File: src/tts_pkg.sv
// Shared types and constants for the trilinear table sampler.
package tts_pkg;

  // Configuration register indexes
  localparam logic [2:0] REG_ORG_R = 3'd0;
  localparam logic [2:0] REG_ORG_L = 3'd1;
  localparam logic [2:0] REG_ORG_E = 3'd2;
  localparam logic [2:0] REG_INV_R = 3'd3;
  localparam logic [2:0] REG_INV_L = 3'd4;
  localparam logic [2:0] REG_INV_E = 3'd5;

  localparam logic ACT_WRITE  = 1'b0;
  localparam logic ACT_SAMPLE = 1'b1;

  // Classified item passed from front end to back end
  typedef struct packed {
    logic        is_write;
    logic        in_cell;
    logic [7:0]  idx_r;
    logic [7:0]  idx_l;
    logic [7:0]  idx_e;
    logic [15:0] frac_r;
    logic [15:0] frac_l;
    logic [15:0] frac_e;
    logic [15:0] wr_value;
  } tts_cmd_t;

  // Floor-shift lerp: a + (((b-a)*f) >> 16)
  function automatic logic signed [15:0] tts_lerp(input logic signed [15:0] a,
                                                   input logic signed [15:0] b,
                                                   input logic [15:0] f);
    logic signed [16:0] d;
    logic signed [33:0] p;
    logic signed [17:0] s;
    d = 17'(b) - 17'(a);
    p = 34'(d) * $signed({1'b0, f});
    s = 18'(p >>> 16);
    return 16'(18'(a) + s);
  endfunction

endpackage

File: src/tts_queue.sv
// Two-entry queue between front end and back end.
module tts_queue import tts_pkg::*; (
  input  logic     clk,
  input  logic     rst_n,
  input  logic     wr_valid,
  output logic     wr_ready,
  input  tts_cmd_t wr_data,
  output logic     rd_valid,
  input  logic     rd_ready,
  output tts_cmd_t rd_data
);

  tts_cmd_t   mem_r [2];
  logic       wp_r, rp_r;
  logic [1:0] cnt_r;
  logic       push, pop;

  assign wr_ready = (cnt_r != 2'd2);
  assign rd_valid = (cnt_r != 2'd0);
  assign rd_data  = mem_r[rp_r];
  assign push = wr_valid && wr_ready;
  assign pop  = rd_valid && rd_ready;

  always_ff @(posedge clk) begin
    if (!rst_n) begin
      wp_r <= 1'b0; rp_r <= 1'b0; cnt_r <= 2'd0;
    end else begin
      if (push) wp_r <= !wp_r;
      if (pop) rp_r <= !rp_r;
      cnt_r <= cnt_r + 2'(push) - 2'(pop);
    end
    if (push) mem_r[wp_r] <= wr_data;
  end

`ifndef SYNTHESIS
  a_no_overflow: assert property (@(posedge clk) disable iff (!rst_n)
    cnt_r == 2'd2 |-> !wr_ready) else $error("queue overflow");
  a_cnt_range: assert property (@(posedge clk) disable iff (!rst_n)
    cnt_r != 2'd3) else $error("queue count invalid");
  a_pop_dec: assert property (@(posedge clk) disable iff (!rst_n)
    pop && !push |=> cnt_r == $past(cnt_r) - 2'd1) else $error("queue count slip");
`endif

endmodule

File: config.mk
export PLATFORM = sky130hd
export DESIGN_NAME = tts_queue
export DESIGN_NICKNAME = d
export VERILOG_FILES = /design/src/tts_pkg.sv /design/src/tts_queue.sv
export SDC_FILE = /design/constraint.sdc
export NUM_CORES = 1
export LEC_CHECK = 0
export BUFFER_PORTS_ARGS = -buffer_cell sky130_fd_sc_hd__buf_2
export CORE_AREA = 2 2 126 128
export DETAILED_ROUTE_END_ITERATION = 6
export DIE_AREA = 0 0 128 130
export HOLD_SLACK_MARGIN = 0.02
export PLACE_DENSITY = 0.69
export SLEW_MARGIN = 20
export SYNTH_ARGS = -nofsm -noshare
export SYNTH_HDL_FRONTEND = slang
export SYNTH_SLANG_ARGS = --single-unit
File: constraint.sdc
create_clock -name clk -period 4.5 [get_ports clk]
set_input_delay 0 -clock clk [delete_from_list [all_inputs] [get_ports clk]]
set_output_delay 0 -clock clk [all_outputs]
set_load 0.1 [all_outputs]
# Word level (Yosys, flattened, before mapping)

Memories as Yosys holds them, arrays and structs flattened. A register that Yosys moved wholly into a read port is not among the register bits.
Index checks and enable logic that the tools add are counted.

Add/subtract/negate cells: 2
$mul: 0
Div/mod/pow operators: 0
$lt $le $gt $ge: 0
Equality and inequality tests: 1
Shift-type cells: 0
Muxes and demuxes: 4
Bitwise operators: 0
Reduce and logical (&&, ||, !) cells: 5

Operator list:

| cell                 | number |
|---|---|
| $mux W1              | 4 |
| $add A2 B1 Y2        | 1 |
| $logic_and A1 B1 Y1  | 2 |
| $logic_not A1 Y1     | 2 |
| $ne A2 B2 Y1 const B | 1 |
| $reduce_bool A2 Y1   | 1 |
| $sub A2 B1 Y2        | 1 |

Bits in registers: 4
Bits in latches: 0
Bits in writable memories: 180
ROM bits: 0
Bits of input ports: 94
Word-level logic and storage cells: 16
Memories kept: 1

Memories:

| name  | words | width | read ports | clocked after Yosys merged registers in | wr ports | RTL line        | RTL |
|---|---|---|---|---|---|---|---|
| mem_r | 2     | 90    | 1          | 1                                       | 1        | tts_queue.sv:13 | `tts_cmd_t mem_r [2];` |

# Longest topological paths before layout

Word-level depth: 4
Gate-level depth with buffers: 6
Mapped depth without buffers: 6

# Worst setup path after synthesis

Ideal clock, no wire load.

Kind: reg2reg
Start: register cnt_r[0]
End: memory mem_r[1][0] (netlist bit), enable pin
Setup time: 0.459 ns
Arrival time: 3.515 ns
Required time: 4.041 ns
Path slack: 0.525 ns
Cell stages (with the launch flop): 3
Period minus slack after synthesis: 3.975 ns
Cell sequence: dfxtp_1 nand2b_1 and3_1

Cells in the longest elaborated chain, start to end: 4

Ends and longest elaborated chain:

| item                          | RTL line        | RTL |
|---|---|---|
| start: declaration            | tts_queue.sv:15 | `logic [1:0] cnt_r;` |
| start signal: assignment      | tts_queue.sv:30 | `cnt_r <= cnt_r + 2'(push) - 2'(pop);` |
| $ne A2 B2 Y1                  | tts_queue.sv:18 | `assign wr_ready = (cnt_r != 2'd2);` |
| net wr_ready                  | tts_queue.sv:6  | `output logic wr_ready,` |
| $logic_and A1 B1 Y1           | tts_queue.sv:21 | `assign push = wr_valid && wr_ready;` |
| $mux W1                       | tts_queue.sv:32 | `if (push) mem_r[wp_r] <= wr_data;` |
| $mux W1 (not written as such) | tts_queue.sv:32 |  |
| end: declaration              | tts_queue.sv:13 |  |

The timed path passes the listed nets, and every way through them passes these cells.

==> out/qor.txt <==
layout cell share with drive strength beyond 1 - 36.87%
CP Class - flop to output pin
commonest non-fill, non-tap cells in the layout - 185 x buf_2, 180 x edfxtp_1, 93 x dlygate4sd3_1
Area contributors post-synth - edfxtp_1 80%, mux2_1 15%, dfxtp_1 1.5%
clock latency on the worst-skew pair - 0.42 ns
clk root buf - clkbuf_16
Mapped Nets - 405
YS warnings - 0
Synth top area share - 79.75%
gpl congestion - 0.7198
CTS HTree Levels - 4
Via Count - 3811
pin count of the biggest net entering global routing - 71
crit path DAT - 2.53 ns
Via density - 4.734
DP HPWL - 7779 µm
TritonCTS clock tree - built
number of global-route vias before repair - 4053
maximum vdd drop - 0.3373 mV
Pleak - 3.595 nW
ys async rst share - 0%
clock sink count - 185
total CTS buffers - 17
routed wire length - 13230 µm
Mean Syn Cell Area - 21.86 µm²
diodes inserted - 0
Cells after Synth - 310
unrepaired setup endpoints after global routing - no
CP max FO - 70
Max Cap Viol - 0
final setup violation count - 0
Worst Tran Pin Value - 0.9784 ns
Post-Place Setup Slack - 2.148 ns
first-pass detailed-route iteration total - 4
final net count - 695
DIE HEIGHT - 130 µm
Hold-fix buffers, CTS - 93
Die Width - 128 µm
CORE AREA - 15420 µm²
# IOs - 186
ys flop type - edfxtp_1
Area Growth Syn to Fin - 39.75%
first-pass GRT wire length - 20190 µm
post-synthesis cell area - 6778 µm²
Slew Limit Headroom - 34.78%
Max clock buf depth - 2
worst setup margin - 1.968 ns
FP Rows - 46
hold_ws - 0.2953 ns
Final period util - 56.27%
drt initial violations - 185
CP startpoint kind - flop
Synth cell types - 27
Starting Density - 43.94%
dpl cell area - 7894 µm²
Final min period - 2.532 ns
setup_tns - 0 ns
Post-CTS Setup Inserts - 0
Resize count post-CTS - 0
Max Clock Freq - 394.9 MHz
Yosys top cell by area - edfxtp_1
total global routing overflow - 0
GRT Overall Usage - 16.34%
clk slew on worst S/H paths - 0.07 ns
Layout Utilization - 61.40%
Port Buf Inserts - 185
number of remaining DRC errors - 0
Yosys reg bits - 185
Worst Clk Skew - 0.007396 ns
min-delay worst type - primary input to flop
wire per inst - 16.43 µm
outcome - complete, no violations
Finished Cell Area - 9472 µm²
Hold Fails Final Rpt - 0
CP Capture Type - output pin
reg2reg setup slack - 2.19 ns
antenna violations before repair - 0
Seq/Total Area, Yosys - 81.23%
most common cell after layout, fill and taps aside - buf_2
Post-synth EDFFs - 180
die area - 16640 µm²
Pins Over Slew Limit - 0
WP data required - 4.50 ns
PD cells - 635.1 nW/µm²
Routed Antenna Nets - 0
## where the power goes
| group | switching, mW | total [mW] | internal, mW |
|---|---|---|---|
| Sequential | 0.112 | 2.21 | 2.09 |
| Clock | 0.630 | 1.62 | 0.990 |
| Combinational | 1.80 | 2.19 | 0.392 |
## final timing paths
path	cells past startpoint	from	end
setup / recovery	3	flop	rd_data[47]
hold reg to reg	2	rp_r	flop
hold / removal	2	wr_data[21]	mem_r[1][21]
setup reg to reg	3	cnt_r[0]	mem_r[1][37]
## sequential cells by signal, indices dropped and copies added, names as in the netlist, named ones only
signal	count
mem_r	180
cnt_r	2
rp_r	1
wp_r	1
## critical path: stages, from the launching register on
cell and delay (ns):
dfxtp_4 0.98, buf_4 0.44, mux2_1 0.38, buf_2 0.30
## metrics by stage
step | power (mW) | std cells
floorplan | 4.097 | 310
global placement | 4.358 | 680
detailed placement | 4.381 | 680
CTS | 6.073 | 805
global route | 6.221 | 805
finish | 6.015 | 805
## cell type report
class | instances | area [µm²]
Fill cell | 1145 | 5953
Tap cell | 192 | 240.2
Inverter | 2 | 10.01
Multi-Input combinational cell | 113 | 1186
Timing Repair Buffer | 281 | 1879
Sequential cell | 185 | 5509
Clock inverter | 14 | 217.7
Clock buffer | 18 | 429.2
## routing by layer
layer | vias up | GRT usage [%] | wire, µm
met5 | - | 0 | 0
met4 | 0 | 6.593 | 261
met3 | 21 | 5.166 | 645
met2 | 113 | 28.37 | 6754
met1 | 1867 | 19.03 | 5565
li1 | 1810 | - | -
## cells in the mapped netlist (2+ instances only)
cell type  number
mux2_1         90
buf_6           3
dfxtp_1         5
nor2_1          4
edfxtp_1      180
buf_4           6
inv_1           2
## kinds of logic after synthesis
group | Yosys count | synth area share (%)
fa+ha+maj | 1 | 0.1846
xor+xnor | 1 | 0.1292
buf+inv | 12 | 1.347
mux | 90 | 14.95
compound gates | 6 | 0.6459
flops | 185 | 81.23
simple gates | 15 | 1.514
(Power assumes the default switching activity.)
