### config.mk
export PLATFORM = sky130hd
export DESIGN_NAME = tts_front
export DESIGN_NICKNAME = d
export VERILOG_FILES = /design/src/tts_pkg.sv /design/src/tts_front.sv
export SDC_FILE = /design/constraint.sdc
export NUM_CORES = 2
export LEC_CHECK = 0
export ABC_AREA = 1
export BUFFER_PORTS_ARGS = -buffer_cell sky130_fd_sc_hd__buf_2
export CAP_MARGIN = 0
export CORE_MARGIN = 2
export CORE_UTILIZATION = 68
export DETAILED_ROUTE_END_ITERATION = 10
export GPL_TIMING_DRIVEN = 1
export PLACE_DENSITY_LB_ADDON = 0.25
export SLEW_MARGIN = 40
export SYNTH_ARGS = -nofsm -noshare
export SYNTH_HDL_FRONTEND = slang
export SYNTH_SLANG_ARGS = --single-unit
### constraint.sdc
create_clock -name clk -period 29.8 [get_ports clk]
set_input_delay 5.96 -clock clk [delete_from_list [all_inputs] [get_ports clk]]
set_output_delay 5.96 -clock clk [all_outputs]
set_load 0.02 [all_outputs]
### src/tts_pkg.sv
// Shared types and constants for the trilinear table sampler.
package tts_pkg;

  // Configuration register indexes
  localparam logic [2:0] REG_ORG_R = 3'd0;
  localparam logic [2:0] REG_ORG_L = 3'd1;
  localparam logic [2:0] REG_ORG_E = 3'd2;
  localparam logic [2:0] REG_INV_R = 3'd3;
  localparam logic [2:0] REG_INV_L = 3'd4;
  localparam logic [2:0] REG_INV_E = 3'd5;

  localparam logic ACT_WRITE  = 1'b0;
  localparam logic ACT_SAMPLE = 1'b1;

  // Classified item passed from front end to back end
  typedef struct packed {
    logic        is_write;
    logic        in_cell;
    logic [7:0]  idx_r;
    logic [7:0]  idx_l;
    logic [7:0]  idx_e;
    logic [15:0] frac_r;
    logic [15:0] frac_l;
    logic [15:0] frac_e;
    logic [15:0] wr_value;
  } tts_cmd_t;

  // Floor-shift lerp: a + (((b-a)*f) >> 16)
  function automatic logic signed [15:0] tts_lerp(input logic signed [15:0] a,
                                                   input logic signed [15:0] b,
                                                   input logic [15:0] f);
    logic signed [16:0] d;
    logic signed [33:0] p;
    logic signed [17:0] s;
    d = 17'(b) - 17'(a);
    p = 34'(d) * $signed({1'b0, f});
    s = 18'(p >>> 16);
    return 16'(18'(a) + s);
  endfunction

endpackage

### src/tts_front.sv
// Front end: maps coordinates into index space and classifies each item.
module tts_front import tts_pkg::*; #(
  parameter int RADIAL_SAMPLES      = 16,
  parameter int LATERAL_SAMPLES     = 16,
  parameter int ELEVATIONAL_SAMPLES = 16
) (
  input  logic        clk,
  input  logic        rst_n,
  input  logic        in_valid,
  output logic        in_ready,
  input  logic        action,
  input  logic [31:0] coord_r,
  input  logic [31:0] coord_l,
  input  logic [31:0] coord_e,
  input  logic [7:0]  wr_r,
  input  logic [7:0]  wr_l,
  input  logic [7:0]  wr_e,
  input  logic [15:0] wr_value,
  input  logic [31:0] org_r,
  input  logic [31:0] org_l,
  input  logic [31:0] org_e,
  input  logic [31:0] inv_r,
  input  logic [31:0] inv_l,
  input  logic [31:0] inv_e,
  output logic        cmd_valid,
  input  logic        cmd_ready,
  output tts_cmd_t    cmd
);

  // Sequencer: one axis multiply per cycle, then hand off
  logic        busy_r, busy_nxt;
  logic [1:0]  axis_r, axis_nxt;
  logic        done_r, done_nxt;
  tts_cmd_t    cmd_r, cmd_nxt;
  logic        ok_r, ok_nxt;
  logic [31:0] cr_r, cl_r, ce_r;
  logic [31:0] cr_nxt, cl_nxt, ce_nxt;

  logic signed [32:0] diff;
  logic [31:0]        inv_sel;
  logic [8:0]         n_sel;
  logic [63:0]        prod;
  logic               ax_ok;

  assign in_ready  = !busy_r && !done_r;
  assign cmd_valid = done_r;
  assign cmd       = cmd_r;

  // Axis mux and Q32.32 product
  always_comb begin
    case (axis_r)
      2'd0: begin
        diff = 33'($signed(cr_r)) - 33'($signed(org_r));
        inv_sel = inv_r; n_sel = 9'(RADIAL_SAMPLES);
      end
      2'd1: begin
        diff = 33'($signed(cl_r)) - 33'($signed(org_l));
        inv_sel = inv_l; n_sel = 9'(LATERAL_SAMPLES);
      end
      default: begin
        diff = 33'($signed(ce_r)) - 33'($signed(org_e));
        inv_sel = inv_e; n_sel = 9'(ELEVATIONAL_SAMPLES);
      end
    endcase
    prod = (diff[32] ? 32'd0 : diff[31:0]) * inv_sel;
    ax_ok = !(diff[32] && inv_sel != 32'd0) &&
            ({1'b0, prod[63:32]} + 33'd1 < 33'(n_sel));
  end

  always_comb begin
    busy_nxt = busy_r; axis_nxt = axis_r; done_nxt = done_r;
    cmd_nxt = cmd_r; ok_nxt = ok_r;
    cr_nxt = cr_r; cl_nxt = cl_r; ce_nxt = ce_r;
    if (done_r && cmd_ready) done_nxt = 1'b0;
    if (in_valid && in_ready) begin
      cmd_nxt.is_write = (action == ACT_WRITE);
      cmd_nxt.wr_value = wr_value;
      cr_nxt = coord_r; cl_nxt = coord_l; ce_nxt = coord_e;
      if (action == ACT_WRITE) begin
        cmd_nxt.idx_r = wr_r; cmd_nxt.idx_l = wr_l; cmd_nxt.idx_e = wr_e;
        cmd_nxt.in_cell = (9'(wr_r) < 9'(RADIAL_SAMPLES)) &&
                          (9'(wr_l) < 9'(LATERAL_SAMPLES)) &&
                          (9'(wr_e) < 9'(ELEVATIONAL_SAMPLES));
        done_nxt = 1'b1;
      end else begin
        busy_nxt = 1'b1; axis_nxt = 2'd0; ok_nxt = 1'b1;
      end
    end else if (busy_r) begin
      case (axis_r)
        2'd0: begin cmd_nxt.idx_r = prod[39:32]; cmd_nxt.frac_r = prod[31:16]; end
        2'd1: begin cmd_nxt.idx_l = prod[39:32]; cmd_nxt.frac_l = prod[31:16]; end
        default: begin cmd_nxt.idx_e = prod[39:32]; cmd_nxt.frac_e = prod[31:16]; end
      endcase
      ok_nxt = ok_r && ax_ok;
      if (axis_r == 2'd2) begin
        busy_nxt = 1'b0; done_nxt = 1'b1;
        cmd_nxt.in_cell = ok_r && ax_ok;
      end else begin
        axis_nxt = axis_r + 2'd1;
      end
    end
  end

  always_ff @(posedge clk) begin
    if (!rst_n) begin
      busy_r <= 1'b0; done_r <= 1'b0; axis_r <= 2'd0;
    end else begin
      busy_r <= busy_nxt; done_r <= done_nxt; axis_r <= axis_nxt;
    end
    cmd_r <= cmd_nxt; ok_r <= ok_nxt;
    cr_r <= cr_nxt; cl_r <= cl_nxt; ce_r <= ce_nxt;
  end

endmodule

Word-level counts from Yosys, hierarchy flattened:

Cells that the tools add are included.
Widths: inputs -> output; s select.

* register bits after elaboration: 191
* bits of input ports: 333
* output and inout port bits: 92
* logic and storage cells: 90

* add/subtract/negate cells: 5
* multipliers: 1
* $lt $le $gt $ge: 4
* equal/unequal tests: 6
* muxes and demuxes: 28
* bitwise logic cells: 3
* reductions and logical operators: 27

Operators with widths (count)
* $sub 32x32->33: 3
* $mux 73: 1
* $pmux 33 s2: 1
* $mul 32x32->64: 1
* $pmux 32 s2: 1
* $mux 25: 2
* $mux 16: 3
* $add 32x1->33 const B: 1
* $lt 33x5->1 const B: 1
* $mux 32: 1
* $reduce_bool 32->1: 1
* $lt 8x5->1 const B: 3
* $mux 8: 3
* $reduce_and 3->1: 8
* $mux 1: 12
* $logic_and 1x1->1: 8
* $mux 2: 4
* $reduce_bool 2->1: 4
* $ne 2x2->1 const B: 3
* $logic_not 1->1: 3
* $not 1->1: 3
* $add 2x1->2 const B: 1
* $eq 2x1->1 const B: 1
* $eq 2x2->1 const B: 1
* 4 further kinds: 4

Longest topological paths before layout:

* depth in word-level cells: 11
* mapped depth: 70
* depth with buffers taken out: 69

Least setup slack after synthesis:

OpenSTA, ideal clock, no wires.

* path type: in2reg
* from: input port org_e[2]
* to: register cmd_r (netlist bit cmd[88]) (data pin)
* setup time: 0.253 ns
* arrival time: 15.592 ns
* required time: 29.547 ns
* slack: 13.955 ns
* stages: 67
* path buffers: 1
* path through: inv_1 > ha_1 > a21oi_1 > nand2_1 > nand2_1 > nand2_1 > a21oi_1 > nor2_1 > o21ai_1 > a21boi_1 > nor2_1 > o21bai_1 > nand2_1 > nand2_1 > a21oi_1 > o21ai_1 > a21boi_1 > o21ai_1 > [31 not listed] > a21oi_1 > nand2_2 > xor2_2 > inv_2 > nor2_4 > nand2_2 > nor2_1 > inv_1 > nor2_1 > nand3_1 > nor2_1 > nor2_1 > nand2_1 > nor2_1 > nand2_1 > nor2_2 > nand3_1 > nand2_1

RTL lines
* start, declared: line tts_front.sv:21 `input logic [31:0] org_e,`
* end signal, assigned: line tts_front.sv:110 `cmd_r <= cmd_nxt; ok_r <= ok_nxt;`
* end, declared: line tts_front.sv:34 `tts_cmd_t cmd_r, cmd_nxt;`

==> impl_metrics.json <==
{
  "cpLargestDelayFamily": "adder cells",
  "start_kind": "primary input",
  "cts_tree": "yes",
  "rsz0062_at_grt": "false",
  "path_clk_slew_ns": 0.10,
  "hold_ws_ns": 0.529,
  "fin_setup_tns_ns": 0,
  "layout.nets": 7738,
  "finalNonFillerCells": 7048,
  "syn_area_per_cell_um2": 8.06,
  "cts_root_buf": "clkbuf_16",
  "antenna_found_initial": 8,
  "dp_cells": 7011,
  "clk_latency_ns": 0.48,
  "grt_pass1_wl_mm": 257,
  "critPathSlowestCell": "fa_1",
  "holdBufCountCts": 0,
  "dieHeight_um": 266,
  "crit_top_cell": "nand2_1",
  "synth-seq-area-share": 0.122,
  "fin_skew_ns": 0.0275,
  "synth_edf_count": 187,
  "worst_pin_slew_ns": 0.943,
  "grt_pass1_vias": 44917,
  "worstHoldPathCells": 2,
  "cp_num_cells": 61,
  "num_rows": 96,
  "finalHoldViolCount": 0,
  "drt_iter0_markers": 5379,
  "syn_inst": 5811,
  "syn_area_um2": 46800,
  "dieArea_um2": 71000,
  "start_util": 0.685,
  "worstSetupEndpointType": "flip-flop",
  "hold_class": "reg -> reg",
  "syn_nets": 7401,
  "cp_max_fo": 19,
  "setup_violations": 0,
  "port_buffers": 424,
  "yosysTopAreaCell": "fa_1",
  "ant_nets": 0,
  "synth_top_area_share": 0.384,
  "clkSinkCount": 191,
  "cts_buffer_depth": 2,
  "critPathArrivalTime_ns": 18.48,
  "ys_ff_latch": 191,
  "required_ns": 30.03,
  "regToRegSetupSlack_ns": 16.78,
  "outcome": "finished clean",
  "final_cell_mix": "inv_1, nand2_1, fa_1",
  "relSlewSlack": 0.367,
  "via_per_inst": 6.12,
  "crit_type": "in -> reg",
  "slew_viol_final": 0,
  "drc_errors": 0,
  "drtPass1Iterations": 10,
  "io_pins": 425,
  "via_count": 43107,
  "cap_violations": 0,
  "drive_gt1_frac": 0.112,
  "synthToLayoutAreaGrowth_pct": 8.39,
  "ys_types": 58,
  "fin_crit_sh": 0.612,
  "reg2reg_depth": 59,
  "place.gp.congestion": 1.08,
  "max_freq_mhz": 54.8,
  "async_reset_ff_frac": 0,
  "cts_resized": 0,
  "grt_usage": 0.488,
  "die_x_um": 266,
  "synthFlopType": "edfxtp_1",
  "htreeDepth": 4,
  "grt_max_degree": 71,
  "hpwl_mm": 137,
  "core_area_um2": 68300,
  "post_drt_wl_per_cell_um": 24.0,
  "min_period_ns": 18.25,
  "crit_buf_inv": 9,
  "numCtsBuffers": 17,
  "ys_warn_count": 0,
  "cp_slowest_stage_delay_ns": 0.59,
  "cts_setup_buffers": 0,
  "finalWirelength_mm": 169,
  "mostFrequentLayoutCell": "inv_1",
  "synth_area_leaders": "fa_1, edfxtp_1, inv_1",
  "fillerInstances": 5189,
  "overflow": 0
}
## cell usage after synthesis (6+ instances only)
| master | number |
|---|---|
| nor2_4 | 6 |
| or2_2 | 20 |
| clkinv_1 | 10 |
| nor2_2 | 14 |
| nor3_1 | 51 |
| xnor2_1 | 20 |
| o21a_1 | 16 |
| nand2_1 | 1068 |
| o21ai_1 | 11 |
| xor2_1 | 23 |
| nor2_1 | 719 |
| o21ai_0 | 146 |
| inv_1 | 1361 |
| buf_2 | 11 |
| a21boi_0 | 8 |
| fa_1 | 898 |
| edfxtp_1 | 187 |
| nand2_2 | 24 |
| ha_1 | 359 |
| nand3_2 | 11 |
| nor4_1 | 18 |
| nand3_1 | 163 |
| o21bai_1 | 8 |
| a31oi_1 | 29 |
| a22o_1 | 32 |
| o211ai_1 | 13 |
| clkbuf_1 | 180 |
| nand4_1 | 46 |
| nand3b_1 | 19 |
| a21oi_1 | 264 |
| inv_2 | 11 |
| o221ai_1 | 9 |
## state kept, by name, indices dropped and copies added (netlist names)
name / count
axis_r: 2
cr_r: 32
cl_r: 32
cmd_valid: 1
busy_r: 1
ce_r: 32
ok_r: 1
cmd: 90
## path summary, 6_finish.rpt
| check | from | endpoint |
|---|---|---|
| worst max-delay path | org_e[2] | cmd[88] |
| worst min-delay path | axis_r[1] | axis_r[1] |
| worst max register to register | ce_r[2] | cmd[88] |
| worst min register to register | axis_r[1] | axis_r[1] |
## metal layers
layer,GRT usage,share of wire,vias up
li1,-,-,18243
met1,0.600,0.34,20604
met2,0.744,0.44,3353
met3,0.188,0.15,893
met4,0.265,0.069,14
met5,0.0208,0.0016,-
## tightest hold or removal path: cells and delay by family, from the launching register on
| kind | cells | cell delay (ns) |
|---|---|---|
| simple gates | 1 | 0.08 |
| flops | 1 | 0.35 |
| compound gates | 1 | 0.06 |
## metrics by stage
step / setup WS, ns / instance area, um2 / util
after floorplan: 13.96 / 46800 / -
after global placement: 11.38 / 50100 / 0.732
after detailed placement: 11.49 / 50100 / 0.733
after CTS: 11.93 / 50700 / 0.742
after global routing: 10.80 / 50700 / 0.742
final: 11.55 / 50700 / 0.743
## final cells by class
cell class / count / area (um2) / share of cell area
Tap cell: 882 / 1100 / 0.0217
Timing Repair Buffer: 513 / 2800 / 0.0552
Multi-Input combinational cell: 4043 / 35300 / 0.695
Inverter: 1382 / 5190 / 0.102
Antenna cell: 5 / 12.5 / 0.000247
Sequential cell: 191 / 5700 / 0.112
Clock inverter: 15 / 238 / 0.00468
Clock buffer: 17 / 425 / 0.00838
## cells by family (layout without fill, tap and decap cells)
kind of cell,Yosys count,after routing,synth area share
adders and majority gates,1257,1257,0.480
other,0,5,0
AOI/OAI and AO/OA,560,560,0.0681
buffers and inverters,1577,1927,0.127
xor gates and xnor gates,48,48,0.00978
DFF,191,191,0.122
and+or+nand+nor,2178,2178,0.194
Power is left out: the tool's default activity adds up to more than one toggle a clock period on the data nets, which glitch-free logic cannot reach.
