$ cat src/tts_pkg.sv
// Shared types and constants for the trilinear table sampler.
package tts_pkg;

  // Configuration register indexes
  localparam logic [2:0] REG_ORG_R = 3'd0;
  localparam logic [2:0] REG_ORG_L = 3'd1;
  localparam logic [2:0] REG_ORG_E = 3'd2;
  localparam logic [2:0] REG_INV_R = 3'd3;
  localparam logic [2:0] REG_INV_L = 3'd4;
  localparam logic [2:0] REG_INV_E = 3'd5;

  localparam logic ACT_WRITE  = 1'b0;
  localparam logic ACT_SAMPLE = 1'b1;

  // Classified item passed from front end to back end
  typedef struct packed {
    logic        is_write;
    logic        in_cell;
    logic [7:0]  idx_r;
    logic [7:0]  idx_l;
    logic [7:0]  idx_e;
    logic [15:0] frac_r;
    logic [15:0] frac_l;
    logic [15:0] frac_e;
    logic [15:0] wr_value;
  } tts_cmd_t;

  // Floor-shift lerp: a + (((b-a)*f) >> 16)
  function automatic logic signed [15:0] tts_lerp(input logic signed [15:0] a,
                                                   input logic signed [15:0] b,
                                                   input logic [15:0] f);
    logic signed [16:0] d;
    logic signed [33:0] p;
    logic signed [17:0] s;
    d = 17'(b) - 17'(a);
    p = 34'(d) * $signed({1'b0, f});
    s = 18'(p >>> 16);
    return 16'(18'(a) + s);
  endfunction

endpackage

$ cat src/tts_out.sv
// Output stage: registered result toward the output port.
module tts_out import tts_pkg::*; (
  input  logic        clk,
  input  logic        rst_n,
  input  logic        in_valid,
  output logic        in_ready,
  input  logic [15:0] in_value,
  input  logic        in_inside,
  output logic        out_valid,
  input  logic        out_ready,
  output logic [15:0] out_value,
  output logic        out_inside
);
  logic        v_r;
  logic [15:0] d_r;
  logic        i_r;

  assign in_ready = !v_r || out_ready;
  assign out_valid = v_r;
  assign out_value = d_r;
  assign out_inside = i_r;

  always_ff @(posedge clk) begin
    if (!rst_n) v_r <= 1'b0;
    else if (in_ready) v_r <= in_valid;
    if (in_ready && in_valid) begin
      d_r <= in_value; i_r <= in_inside;
    end
  end
endmodule

$ cat config.mk
export PLATFORM = sky130hd
export DESIGN_NAME = tts_out
export DESIGN_NICKNAME = d
export VERILOG_FILES = /design/src/tts_pkg.sv /design/src/tts_out.sv
export SDC_FILE = /design/constraint.sdc
export NUM_CORES = 1
export LEC_CHECK = 0
export BUFFER_PORTS_ARGS = -buffer_cell sky130_fd_sc_hd__buf_2
export CORE_UTILIZATION = 40
export CTS_BUF_LIST = sky130_fd_sc_hd__clkbuf_8
export CTS_CLUSTER_SIZE = 16
export DETAILED_ROUTE_END_ITERATION = 7
export GPL_ROUTABILITY_DRIVEN = 0
export PLACE_DENSITY = 0.88
export SLEW_MARGIN = 20
export SYNTH_ARGS = -nofsm -noshare
export SYNTH_HDL_FRONTEND = slang
export SYNTH_SLANG_ARGS = --single-unit
$ cat constraint.sdc
create_clock -name clk -period 1.25 [get_ports clk]
set_input_delay 0 -clock clk [delete_from_list [all_inputs] [get_ports clk]]
set_output_delay 0 -clock clk [all_outputs]
set_load 0.1 [all_outputs]
# [Word level (Yosys, flattened, before mapping)]
# Index checks and enable logic that the tools add are counted.
[op_classes] reduce_logical=3
[ops] op="$logic_and A1 B1 Y1" count=1
[ops] op="$logic_not A1 Y1" count=1
[ops] op="$logic_or A1 B1 Y1" count=1
[totals] reg_bits=18 inputBits=21 elab_cells=6 output_inout_bits=19

# [Logic depth before layout (Yosys ltp)]
# Gate-level depths: netlist of the first run.
[depth] word_depth=3 mapped_depth=2 mapped_depth_nobuf=2

# [Worst setup path after synthesis of the first run]
# Ideal clock, no wire load.
[synth_timing] path_type="register to register" startpoint="register v_r (netlist: out_valid)" endpoint="register i_r (netlist: out_inside), enable pin" path_slack_ns=-0.713 setup_time_ns=0.261 n_path_buf=0 period_less_slack_ns=1.963 path_stages_with_launch=3 required_time_ns=0.989 t_arrival_ns=1.702 cell_sequence="dfxtp_1 > nand2b_4 > and2_4"
[synth_via] elab_chain_cells=3
[synth_lines] element="start, declared" line="tts_out.sv:14" rtl="logic v_r;"
[synth_lines] element="start signal, assigned" line="tts_out.sv:25" rtl="else if (in_ready) v_r <= in_valid;"
[synth_lines] element="$logic_not A1 Y1" line="tts_out.sv:18" rtl="assign in_ready = !v_r || out_ready;"
[synth_lines] element="$logic_or A1 B1 Y1" line="tts_out.sv:18"
[synth_lines] element="named net in_ready" line="tts_out.sv:6" rtl="output logic in_ready,"
[synth_lines] element="$logic_and A1 B1 Y1" line="tts_out.sv:26" rtl="if (in_ready && in_valid) begin"
[synth_lines] element="end signal, assigned" line="tts_out.sv:27" rtl="d_r <= in_value; i_r <= in_inside;"
[synth_lines] element="end, declared" line="tts_out.sv:16" rtl="logic i_r;"
# The timed path passes the listed nets, and every way through them passes these cells.
# A chain may end at the register's enable or synchronous reset.

# [Worst setup path after layout of the first run]
[layout_timing] startpoint="input rst_n" endpoint="register v_r (netlist: out_valid)"
[layout_lines] element="start, declared" line="tts_out.sv:4" rtl="input logic rst_n,"
# No word-level cell between the ends.

==> impl_summary.log, run 1 <==
[metrics] clk slew on worst S/H paths: around 70 ps
[metrics] detailed-route wire length per cell: 15.31 um
[metrics] grt met3 use: between 7 and 8%
[metrics] worst vdd rail ir drop: approximately 1800 uV
[metrics] initial antenna violation count: 0
[metrics] CTS max path bufs: 2
[metrics] cell count after synthesis: 22
[metrics] First-pass DRT Iterations: 3
[metrics] CTS HTree Levels: 1
[metrics] clock network fraction of design power: between 20% and 30%
[metrics] Remaining Overflow, GRT: 0
[metrics] clk sink count: 18
[metrics] global-route usage over all layers: 23.20%
[metrics] cell-internal power: 1.009 mW
[metrics] total I/O pin count: 40
[metrics] Tightest Pin Transition: about 500 ps
[metrics] Core Footprint: roughly 0.0013 mm^2
[metrics] number of remaining DRC errors: 0
[metrics] parity-gate share of the synthesized area counting xor and xnor cells: 0%
[metrics] run status: completed
[metrics] maximum fanout along the worst path: 1
[metrics] Unique masters post-synth: 6
[metrics] worst endpoint data arrival time: approximately 1300 ps
[metrics] setup violation total in the final timing report: 0
[metrics] Starting Density: 43.11%
[metrics] reg-to-reg endpoint: out_valid
[metrics] main combinational cell family by area after synthesis: simple AND/OR/NAND/NOR gates
[metrics] top-count cell post-synth: sky130_fd_sc_hd__edfxtp_1
[metrics] compound-cell area share of the yosys netlist: 1.982%
[metrics] Final Hold Slack: 239.1 ps
[metrics] adder-cell area share of the yosys netlist: 0%
[metrics] fill count: 76
[metrics] CTS Buf Count: 3
[metrics] Global Route met2 Usage: a little over a third
[metrics] library cell occupying the most area in the post-synthesis netlist: sky130_fd_sc_hd__edfxtp_1
[metrics] x dimension of the die: a little under 40 um
[metrics] clock tree from TritonCTS: done
[metrics] max-cap check violation count: 0
[metrics] critical path class: input pin to flop
[metrics] dominant cells by area after synthesis: sky130_fd_sc_hd__edfxtp_1, sky130_fd_sc_hd__dfxtp_1, sky130_fd_sc_hd__nand2b_4
[metrics] initial detailed-routing violation count: 4
[metrics] setup TNS: 0 ps
[metrics] critical path launch point: rst_n
[metrics] average cell area after synthesis: roughly 26 um^2
[metrics] highest attainable clock frequency: 850.7 MHz
[metrics] area fraction of the dominant cell type after synthesis: 89.87%
[metrics] simple-gate share of the synthesized area: under 10%
[metrics] number of antenna repair diodes: 0
[metrics] vias per cell: around 4.4
[metrics] switching share of power: roughly a third
[metrics] number of buffers inserted to repair setup after CTS: 0
[metrics] proportion of power drawn by combinational gates: between 20% and 30%
[metrics] Setup crit end kind: flop
[metrics] number of flops mapped to enable cells by yosys: 17
[metrics] pin count of the biggest net entering global routing: 18
[metrics] worst flop-to-flop path startpoint: out_valid
[metrics] part of the power in registers: between 40% and 50%
[metrics] Syn Std Cell Area: around 570 um^2
[metrics] endpoint of the most critical setup path: out_valid
[metrics] first-pass GRT wire length: roughly 2200 um
[metrics] clock latency reported for the late side of the worst-skew pair: roughly 250 ps
[metrics] FF-to-FF path depth: 3
[metrics] hold buffer count at cts: 19
[metrics] register-to-register setup slack: ~120 ps
[metrics] register area share after synthesis: between 90 and 100%
[metrics] Rel. slew slack: about two thirds
[metrics] leading register cell type out of synthesis: sky130_fd_sc_hd__edfxtp_1
[metrics] count of yosys warnings during synthesis: 0
[metrics] Hold WC Path Type: input pin to flop
[metrics] post-layout net count: approximately 110
[metrics] number of nets still failing antenna checks after routing: 0
[metrics] row cnt: 13
[metrics] Synth async-reset ratio: 0%
[metrics] endpoint required time on the critical path: 1390 ps
[metrics] Resize count post-CTS: 0
[metrics] net switching power: a little over 0.5 mW
[metrics] total nets after synthesis: 43
[metrics] time the worst path needs with I/O delays and setup: 1175 ps
[metrics] fraction of synthesized area in multiplexers: 0%
[metrics] setup repair after global routing missed its margin: no
[metrics] count of input and output buffers: 39
[metrics] Area growth, synth to finish: 79.74%
[metrics] share of the clock period used by the worst path: between 90% and 100%
[metrics] full die area: between 0.0015 and 0.002 mm^2
[metrics] flip-flop and latch count after synthesis: 18
[metrics] number of global-route vias before repair: 439
[metrics] Total Routed Length: ~1500 um
[metrics] final-report max-slew violation count: 0
[metrics] Most Crowded Layer GR: met2
[metrics] Fin Clk Skew: about 5.4 ps
[metrics] post-layout total power: 1.514 mW
[metrics] fraction of layout instances using a drive strength above 1: 54.76%
[metrics] master cell of the clock root buffer: sky130_fd_sc_hd__clkbuf_8
[metrics] met1 track utilization from global routing: 32.70%
[metrics] final-report hold violation count: 0
[metrics] vias post-DR: around 440
[metrics] kind of launch point of the worst setup path: input pin
[metrics] height of the die: 39.69 um
[metrics] pwr/cell area: roughly 1500 mW/mm^2
[metrics] leakage power: about 0.45 nW
worst max-delay path, cell delays in order:
cell and delay, ps:
sky130_fd_sc_hd__dlygate4sd3_1 530, sky130_fd_sc_hd__buf_2 110, sky130_fd_sc_hd__a21boi_2 130, sky130_fd_sc_hd__dlygate4sd3_1 540
power by group through the flow:
stage	Sequential [mW]	Combinational, mW	Clock (mW)
finish	0.710	0.394	0.410
global route	0.713	0.407	0.444
CTS	0.711	0.393	0.402
detailed placement	0.724	0.345	0
global placement	0.722	0.342	0
floorplan	0.972	0.0307	0
worst min-delay path by stage:
stage	from	end	slack [ps]	cells after the start
5_1_grt	in_valid	out_value[8]	250	2
2_1_floorplan	in_inside	out_inside	100	0
3_5_place_dp	in_value[3]	out_value[3]	180	1
3_3_place_gp	in_value[0]	out_value[0]	180	1
6_report	in_valid	out_value[5]	240	2
4_1_cts	in_valid	out_value[5]	240	2
layer usage:
metal / share of wire (%) / wire, um
met1: 42 / 644
met2: 52 / 788
met3: 4.5 / 68
met4: 0.92 / 14
met5: 0 / 0
through the flow:
step / setup WS, ps / util (%) / std cells / cell area (um^2)
floorplan: -120.7 / - / 22 / 571.8
global placement: 265.9 / 59.64 / 76 / 785.8
detailed placement: 246.2 / 59.64 / 76 / 785.8
CTS: 67.58 / 77.49 / 99 / 1021
global route: 59.24 / 77.49 / 99 / 1021
finish: 74.56 / 77.49 / 99 / 1021
cells in the final DEF, fill, tap and decap left out:
cell                            synthesis  final
sky130_fd_sc_hd__inv_1                  1      1
sky130_fd_sc_hd__a21boi_2               1      1
sky130_fd_sc_hd__dlygate4sd3_1          0     19
sky130_fd_sc_hd__buf_2                  0     39
sky130_fd_sc_hd__and2_4                 1      1
sky130_fd_sc_hd__clkinv_1               0      1
sky130_fd_sc_hd__edfxtp_1              17     17
sky130_fd_sc_hd__nand2b_4               1      1
sky130_fd_sc_hd__dfxtp_4                0      1
sky130_fd_sc_hd__clkbuf_8               0      3
flip-flops by register name, indices dropped and copies added, names as in the netlist:
| name | flops |
|---|---|
| out_valid | 1 |
| out_value | 16 |
| out_inside | 1 |
kinds of logic (layout without fill, tap and decap cells):
logic type | after synthesis | count (layout)
flip-flops | 18 | 18
AND/OR/NAND/NOR | 2 | 2
AO/OA/AOI/OAI | 1 | 1
buffers and inverters | 1 | 63
final cells by class:
class	instances	area [um^2]	area share, %
multi-input cells	3	33.78	3.309
flip-flops and latches	18	534.3	52.33
inverters	1	3.754	0.3676
repair buffers	58	385.4	37.75
clock buffers	3	41.29	4.044
clock inverters	1	3.754	0.3676
well taps	15	18.77	1.838
(Power assumes the default switching activity.)
==> inputs of run 2 (changes only) <==
--- a/config.mk
+++ b/config.mk
@@ -5,13 +5,14 @@
 export SDC_FILE = /design/constraint.sdc
 export NUM_CORES = 1
 export LEC_CHECK = 0
+export ABC_AREA = 1
 export BUFFER_PORTS_ARGS = -buffer_cell sky130_fd_sc_hd__buf_2
 export CORE_UTILIZATION = 40
 export CTS_BUF_LIST = sky130_fd_sc_hd__clkbuf_8
 export CTS_CLUSTER_SIZE = 16
 export DETAILED_ROUTE_END_ITERATION = 7
 export GPL_ROUTABILITY_DRIVEN = 0
-export PLACE_DENSITY = 0.88
+export PLACE_DENSITY = 0.89
 export SLEW_MARGIN = 20
 export SYNTH_ARGS = -nofsm -noshare
 export SYNTH_HDL_FRONTEND = slang
==> run 2 against run 1 <==
Effect of this change: global-route usage grew 0.89 points; routed wire length increased by 1.5%; sequential power about the same; hold slack worse by 200 ps; sequential share of layout area fell by 1.0 points; sequential cell count is the same; maximum frequency increased by 6.0%; first-iteration DRC count grew to 5.0 times the previous value; non-clock buffer count unchanged; design area increased by 2.0%.
==> impl_summary.log, run 2 <==
[metrics] Layout Cell Area excl Fill: approximately 0.0010 mm^2
[metrics] full die area: around 0.0016 mm^2
[metrics] Area growth, synth to finish: 85.30%
[metrics] top-count cell post-synth: sky130_fd_sc_hd__edfxtp_1
[metrics] vias per cell: roughly 4.5
[metrics] maximum fanout along the worst path: 3
[metrics] part of the power in registers: approximately 47%
[metrics] total I/O pin count: 40
[metrics] worst endpoint data arrival time: roughly 1100 ps
[metrics] switching share of power: about 33%
[metrics] Setup crit end kind: output pin
[metrics] height of the die: around 40 um
[metrics] Fin Clk Skew: between 1.5 and 2 ps
[metrics] run status: completed
[metrics] clk sink count: 18
[metrics] CTS max path bufs: 2
[metrics] clk slew on worst S/H paths: roughly 60 ps
[metrics] detailed-route wire length per cell: between 15 and 20 um
[metrics] first-pass GRT wire length: between 2000 and 2500 um
[metrics] Unique masters post-synth: 7
[metrics] pin count of the biggest net entering global routing: 18
[metrics] pwr/cell area: ~1500 mW/mm^2
[metrics] critical path class: flop to output pin
[metrics] x dimension of the die: 39.48 um
[metrics] area fraction of the dominant cell type after synthesis: ~91%
[metrics] vias post-DR: 454
[metrics] count of input and output buffers: 39
[metrics] cell-internal power: about 1.0 mW
[metrics] proportion of power drawn by combinational gates: a little over a quarter
[metrics] placed wire-length estimate after detailed placement: approximately 720 um
[metrics] worst vdd rail ir drop: around 990 uV
[metrics] final-report hold violation count: 0
[metrics] CTS HTree Levels: 1
[metrics] register area share after synthesis: about 94%
[metrics] initial antenna violation count: 0
[metrics] CTS Buf Count: 3
[metrics] Synth async-reset ratio: 0%
[metrics] max-cap check violation count: 0
[metrics] number of nets still failing antenna checks after routing: 0
[metrics] fraction of layout instances using a drive strength above 1: between 50% and 60%
[metrics] Tightest Pin Transition: between 400 and 500 ps
[metrics] Starting Density: approximately 43%
[metrics] average cell area after synthesis: 23.41 um^2
[metrics] Final Hold Slack: 40.08 ps
[metrics] final-report max-slew violation count: 0
[metrics] cell count after synthesis: 24
[metrics] setup violation total in the final timing report: 0
[metrics] post-place instance area: just over 800 um^2
[metrics] share of the clock period used by the worst path: about nine tenths
[metrics] leading cell type in the layout, fill and taps excluded: sky130_fd_sc_hd__buf_2
[metrics] commonest non-fill, non-tap cells in the layout: sky130_fd_sc_hd__buf_2, sky130_fd_sc_hd__dlygate4sd3_1, sky130_fd_sc_hd__edfxtp_1
[metrics] First-pass DRT Iterations: 4
[metrics] post-layout net count: between 100 and 150
[metrics] Remaining Overflow, GRT: 0
[metrics] Core Footprint: approximately 0.0013 mm^2
[metrics] flip-flop and latch count after synthesis: 18
[metrics] number of global-route vias before repair: around 450
[metrics] Hold WC Path Type: input pin to flop
[metrics] dominant cells by area after synthesis: sky130_fd_sc_hd__edfxtp_1, sky130_fd_sc_hd__dfxtp_1, sky130_fd_sc_hd__a21oi_2
[metrics] count of yosys warnings during synthesis: 0
[metrics] kind of launch point of the worst setup path: flop
[metrics] master cell of the clock root buffer: sky130_fd_sc_hd__clkbuf_8
[metrics] number of antenna repair diodes: 0
[metrics] Total Routed Length: 1539 um
[metrics] setup TNS: 0 ps
[metrics] leading register cell type out of synthesis: sky130_fd_sc_hd__edfxtp_1
[metrics] row cnt: 13
[metrics] top post-synthesis cells by count: sky130_fd_sc_hd__edfxtp_1, sky130_fd_sc_hd__inv_1
[metrics] highest attainable clock frequency: roughly 900 MHz
[metrics] Resize count post-CTS: 0
[metrics] max FFs per register: 16
[metrics] Rel. slew slack: 67.37%
[metrics] Finished Core Util: approximately 80%
[metrics] global-route usage over all layers: around 24%
[metrics] setup repair after global routing missed its margin: no
[metrics] clock tree from TritonCTS: done
[metrics] leakage power: between 0.4 and 0.5 nW
[metrics] number of flops mapped to enable cells by yosys: 17
[metrics] clock network fraction of design power: 26.2%
[metrics] initial detailed-routing violation count: 20
[metrics] Syn Std Cell Area: around 560 um^2
[metrics] endpoint required time on the critical path: roughly 1300 ps
[metrics] number of remaining DRC errors: 0
[metrics] net switching power: about 0.50 mW
[metrics] library cell occupying the most area in the post-synthesis netlist: sky130_fd_sc_hd__edfxtp_1
[metrics] time the worst path needs with I/O delays and setup: 1109 ps
[metrics] total nets after synthesis: 45
[metrics] clock latency reported for the late side of the worst-skew pair: between 200 and 300 ps
[run 2: changes by cell type after synthesis]
cell                       previous run  this run
sky130_fd_sc_hd__inv_1                1         2
sky130_fd_sc_hd__nand2b_4             1         0
sky130_fd_sc_hd__a21oi_1              0         1
sky130_fd_sc_hd__inv_2                0         1
sky130_fd_sc_hd__and2_4               1         0
sky130_fd_sc_hd__a21oi_2              0         1
sky130_fd_sc_hd__a21boi_2             1         0
sky130_fd_sc_hd__nand2_2              0         1
[run 2: cell type report]
cell class              instances  area (um^2)
flip-flops and latches         18        534.3
well taps                      15        18.77
clock inverters                 1        3.754
multi-input cells               3        36.28
fillers                        66        260.3
clock buffers                   3        41.29
repair buffers                 58        395.4
inverters                       3        11.26
[run 2: metrics by stage]
| stage | instances | setup slack (ps) | total power, mW |
|---|---|---|---|
| 4_1_cts | 101 | 157.2 | 1.495 |
| 5_1_grt | 101 | 111.5 | 1.562 |
| 2_1_floorplan | 24 | 42.76 | 1.006 |
| 6_report | 101 | 141.0 | 1.515 |
| 3_5_place_dp | 79 | 300.8 | 1.080 |
| 3_3_place_gp | 79 | 312.8 | 1.077 |
[run 2: kinds of logic (layout without fill, tap and decap cells)]
| family | after synthesis | count (layout) | share of synthesized area (%) |
|---|---|---|---|
| DFF | 18 | 18 | 94.43 |
| buffers and inverters | 3 | 65 | 2.004 |
| AOI/OAI and AO/OA | 2 | 2 | 2.449 |
| and+or+nand+nor | 1 | 1 | 1.114 |
[run 2: worst max-delay path, cell delays in order, from the launching register on]
cell	delay, ps
sky130_fd_sc_hd__dfxtp_4	370
sky130_fd_sc_hd__nand2_4	70
sky130_fd_sc_hd__buf_2	420
[run 2: what timing repair did]
| action | in CTS | in global routing |
|---|---|---|
| setup buffers | 0 | 0 |
| hold buffers | 18 | 0 |
| hold endpoints to repair | 18 | 0 |
[run 2: power groups by stage]
stage / registers [mW] / clock network [mW] / logic [mW]
after floorplan: 0.973 / 0 / 0.0327
after global placement: 0.724 / 0 / 0.353
after detailed placement: 0.724 / 0 / 0.356
after CTS: 0.712 / 0.384 / 0.399
after global routing: 0.715 / 0.429 / 0.417
final: 0.713 / 0.397 / 0.405
[run 2: final timing paths]
| kind | startpoint | end | slack (ps) | depth (start not counted) |
|---|---|---|---|---|
| max | out_valid | in_ready | 140 | 2 |
| min reg2reg | out_valid | out_valid | 510 | 2 |
| min | out_ready | out_valid | 40 | 4 |
| max reg2reg | out_valid | out_value[15] | 290 | 2 |
[run 2: layer usage]
metal	routed length, um	global-route usage, %	vias up
li1	-	-	212
met3	48	8.523	0
met4	0	7.759	0
met5	0	0	-
met1	617	30.08	228
met2	873	38.52	14
==> inputs of run 3 (changes only) <==
--- a/config.mk
+++ b/config.mk
@@ -6,13 +6,13 @@
 export NUM_CORES = 1
 export LEC_CHECK = 0
 export ABC_AREA = 1
-export BUFFER_PORTS_ARGS = -buffer_cell sky130_fd_sc_hd__buf_2
-export CORE_UTILIZATION = 40
-export CTS_BUF_LIST = sky130_fd_sc_hd__clkbuf_8
+export CORE_AREA = 2 2 39 41
 export CTS_CLUSTER_SIZE = 16
 export DETAILED_ROUTE_END_ITERATION = 7
+export DIE_AREA = 0 0 41 43
+export DONT_BUFFER_PORTS = 1
 export GPL_ROUTABILITY_DRIVEN = 0
-export PLACE_DENSITY = 0.89
+export PLACE_DENSITY = 0.67
 export SLEW_MARGIN = 20
 export SYNTH_ARGS = -nofsm -noshare
 export SYNTH_HDL_FRONTEND = slang
==> run 3 against run 2 <==
Effect of this change: utilization is 9.1 points lower; worst setup slack got worse by 19 ps; hold slack improved by 140 ps; critical path depth rose by 1; critical path type is now flop to flop; design area down 5.8%; critical endpoint is now out_valid.
==> impl_summary.log, run 3 (synthesized netlist as in run 2, its figures left out) <==
[metrics] fraction of layout instances using a drive strength above 1: about two fifths
[metrics] highest attainable clock frequency: 886.5 MHz
[metrics] Resize count post-CTS: 0
[metrics] Starting Density: approximately two fifths
[metrics] final-report hold violation count: 0
[metrics] post-route setup slack: 122.0 ps
[metrics] setup repair after global routing missed its margin: no
[metrics] clk sink count: 18
[metrics] Fin Clk Skew: 8.018 ps
[metrics] clock tree from TritonCTS: done
[metrics] Total Routed Length: 1081 um
[metrics] slowest CP cell: sky130_fd_sc_hd__dlygate4sd3_1
[metrics] Tightest Pin Transition: roughly 280 ps
[metrics] pin count of the biggest net entering global routing: 18
[metrics] CTS max path bufs: 2
[metrics] global-route usage over all layers: 13.93%
[metrics] maximum fanout along the worst path: 3
[metrics] x dimension of the die: around 41 um
[metrics] clock latency reported for the late side of the worst-skew pair: around 280 ps
[metrics] first-pass GRT wire length: between 1500 and 2000 um
[metrics] hold path cells: 3
[metrics] initial antenna violation count: 0
[metrics] number of antenna repair diodes: 0
[metrics] Rel. slew slack: around four fifths
[metrics] initial detailed-routing violation count: 4
[metrics] full die area: 0.001763 mm^2
[metrics] max FFs per register: 16
[metrics] Setup crit end kind: flop
[metrics] vias per cell: ~4.5
[metrics] detailed-route wire length per cell: between 10 and 15 um
[metrics] Core Footprint: 0.001384 mm^2
[metrics] ordered list of cells on the worst path: nand2_4, a21oi_2, dlygate4sd3_1
[metrics] worst endpoint data arrival time: 1350 ps
[metrics] setup violation total in the final timing report: 0
[metrics] pwr/cell area: around 1400 mW/mm^2
[metrics] time the worst path needs with I/O delays and setup: approximately 1100 ps
[metrics] Setup Slack @ Placement: 300.0 ps
[metrics] setup TNS: 0 ps
[metrics] final-report max-slew violation count: 0
[metrics] height of the die: ~43 um
[metrics] CTS Buf Count: 3
[metrics] run status: completed
[metrics] total I/O pin count: 40
[metrics] biggest cell delay along the critical path: about 540 ps
[metrics] row cnt: 14
[metrics] CTS HTree Levels: 1
[metrics] worst vdd rail ir drop: roughly 800 uV
[metrics] post-layout net count: 89
[metrics] First-pass DRT Iterations: 4
[metrics] FF-to-FF path depth: 3
[metrics] commonest non-fill, non-tap cells in the layout: sky130_fd_sc_hd__dlygate4sd3_1, sky130_fd_sc_hd__buf_4, sky130_fd_sc_hd__edfxtp_1
[metrics] post-layout total power: about 1.4 mW
[metrics] endpoint required time on the critical path: between 1000 and 1500 ps
[metrics] vias post-DR: 370
[metrics] critical path class: flop to flop
[metrics] share of the clock period used by the worst path: between 90% and 100%
[metrics] leakage power: 0.3972 nW
[metrics] count of input and output buffers: 0
[metrics] kind of launch point of the worst setup path: flop
[metrics] master cell of the clock root buffer: sky130_fd_sc_hd__clkbuf_4
[metrics] Hold WC Path Type: input pin to flop
[metrics] Area growth, synth to finish: 74.61%
[metrics] number of remaining DRC errors: 0
[metrics] number of nets still failing antenna checks after routing: 0
[metrics] max-cap check violation count: 0
[metrics] Remaining Overflow, GRT: 0
[metrics] clk slew on worst S/H paths: 100 ps
[metrics] number of global-route vias before repair: approximately 380
## run 3: cell types whose count changed in the layout (fill, tap and decap cells not counted), sizes merged
cell,before,now
buf,40,20
clkbuf,3,4
clkinv,1,0
dlygate4sd3,18,19
## run 3: through the flow
stage                     instance area (um^2)  utilization [%]  cells  hold slack, ps
final                                    980.9            70.89     83           181.5
after global placement                   764.5            55.24     60           98.93
after CTS                                980.9            70.89     83           174.6
after detailed placement                 764.5            55.24     60           98.91
after floorplan                          581.8                -     24           98.87
after global routing                     980.9            70.89     83           173.4
## run 3: report_power, final
group,switching [mW],internal [mW]
clock network,0.160,0.124
logic,0.298,0.0962
registers,0.0125,0.700
total,0.471,0.919
## run 3: timing repair
action,in CTS,in global routing
setup buffers,0,0
hold endpoints to repair,18,0
hold buffers,19,0
## run 3: area by class of cell
type / count / area [um^2]
flip-flops and latches: 18 / 534.3
clock buffers: 4 / 26.28
fillers: 101 / 402.9
inverters: 3 / 11.26
repair buffers: 39 / 352.8
multi-input cells: 3 / 36.28
well taps: 16 / 20.02
## run 3: layer usage
layer | wire length [um] | global-route usage (%)
met1 | 344 | 14.08
met5 | 0 | 0
met4 | 0 | 6.000
met2 | 648 | 24.69
met3 | 88 | 3.665
## run 3: final timing paths
kind	from	end	slack, ps
setup reg to reg	out_valid	out_valid	120
setup / recovery	out_valid	out_valid	120
hold reg to reg	out_valid	out_value[14]	760
hold / removal	out_ready	out_value[14]	180
## run 3: critical path: cells and delay by family, from the launching register on
family,cells,cell delay (ps)
flops,1,390
buf+inv,1,540
compound gates,1,90
simple gates,1,50
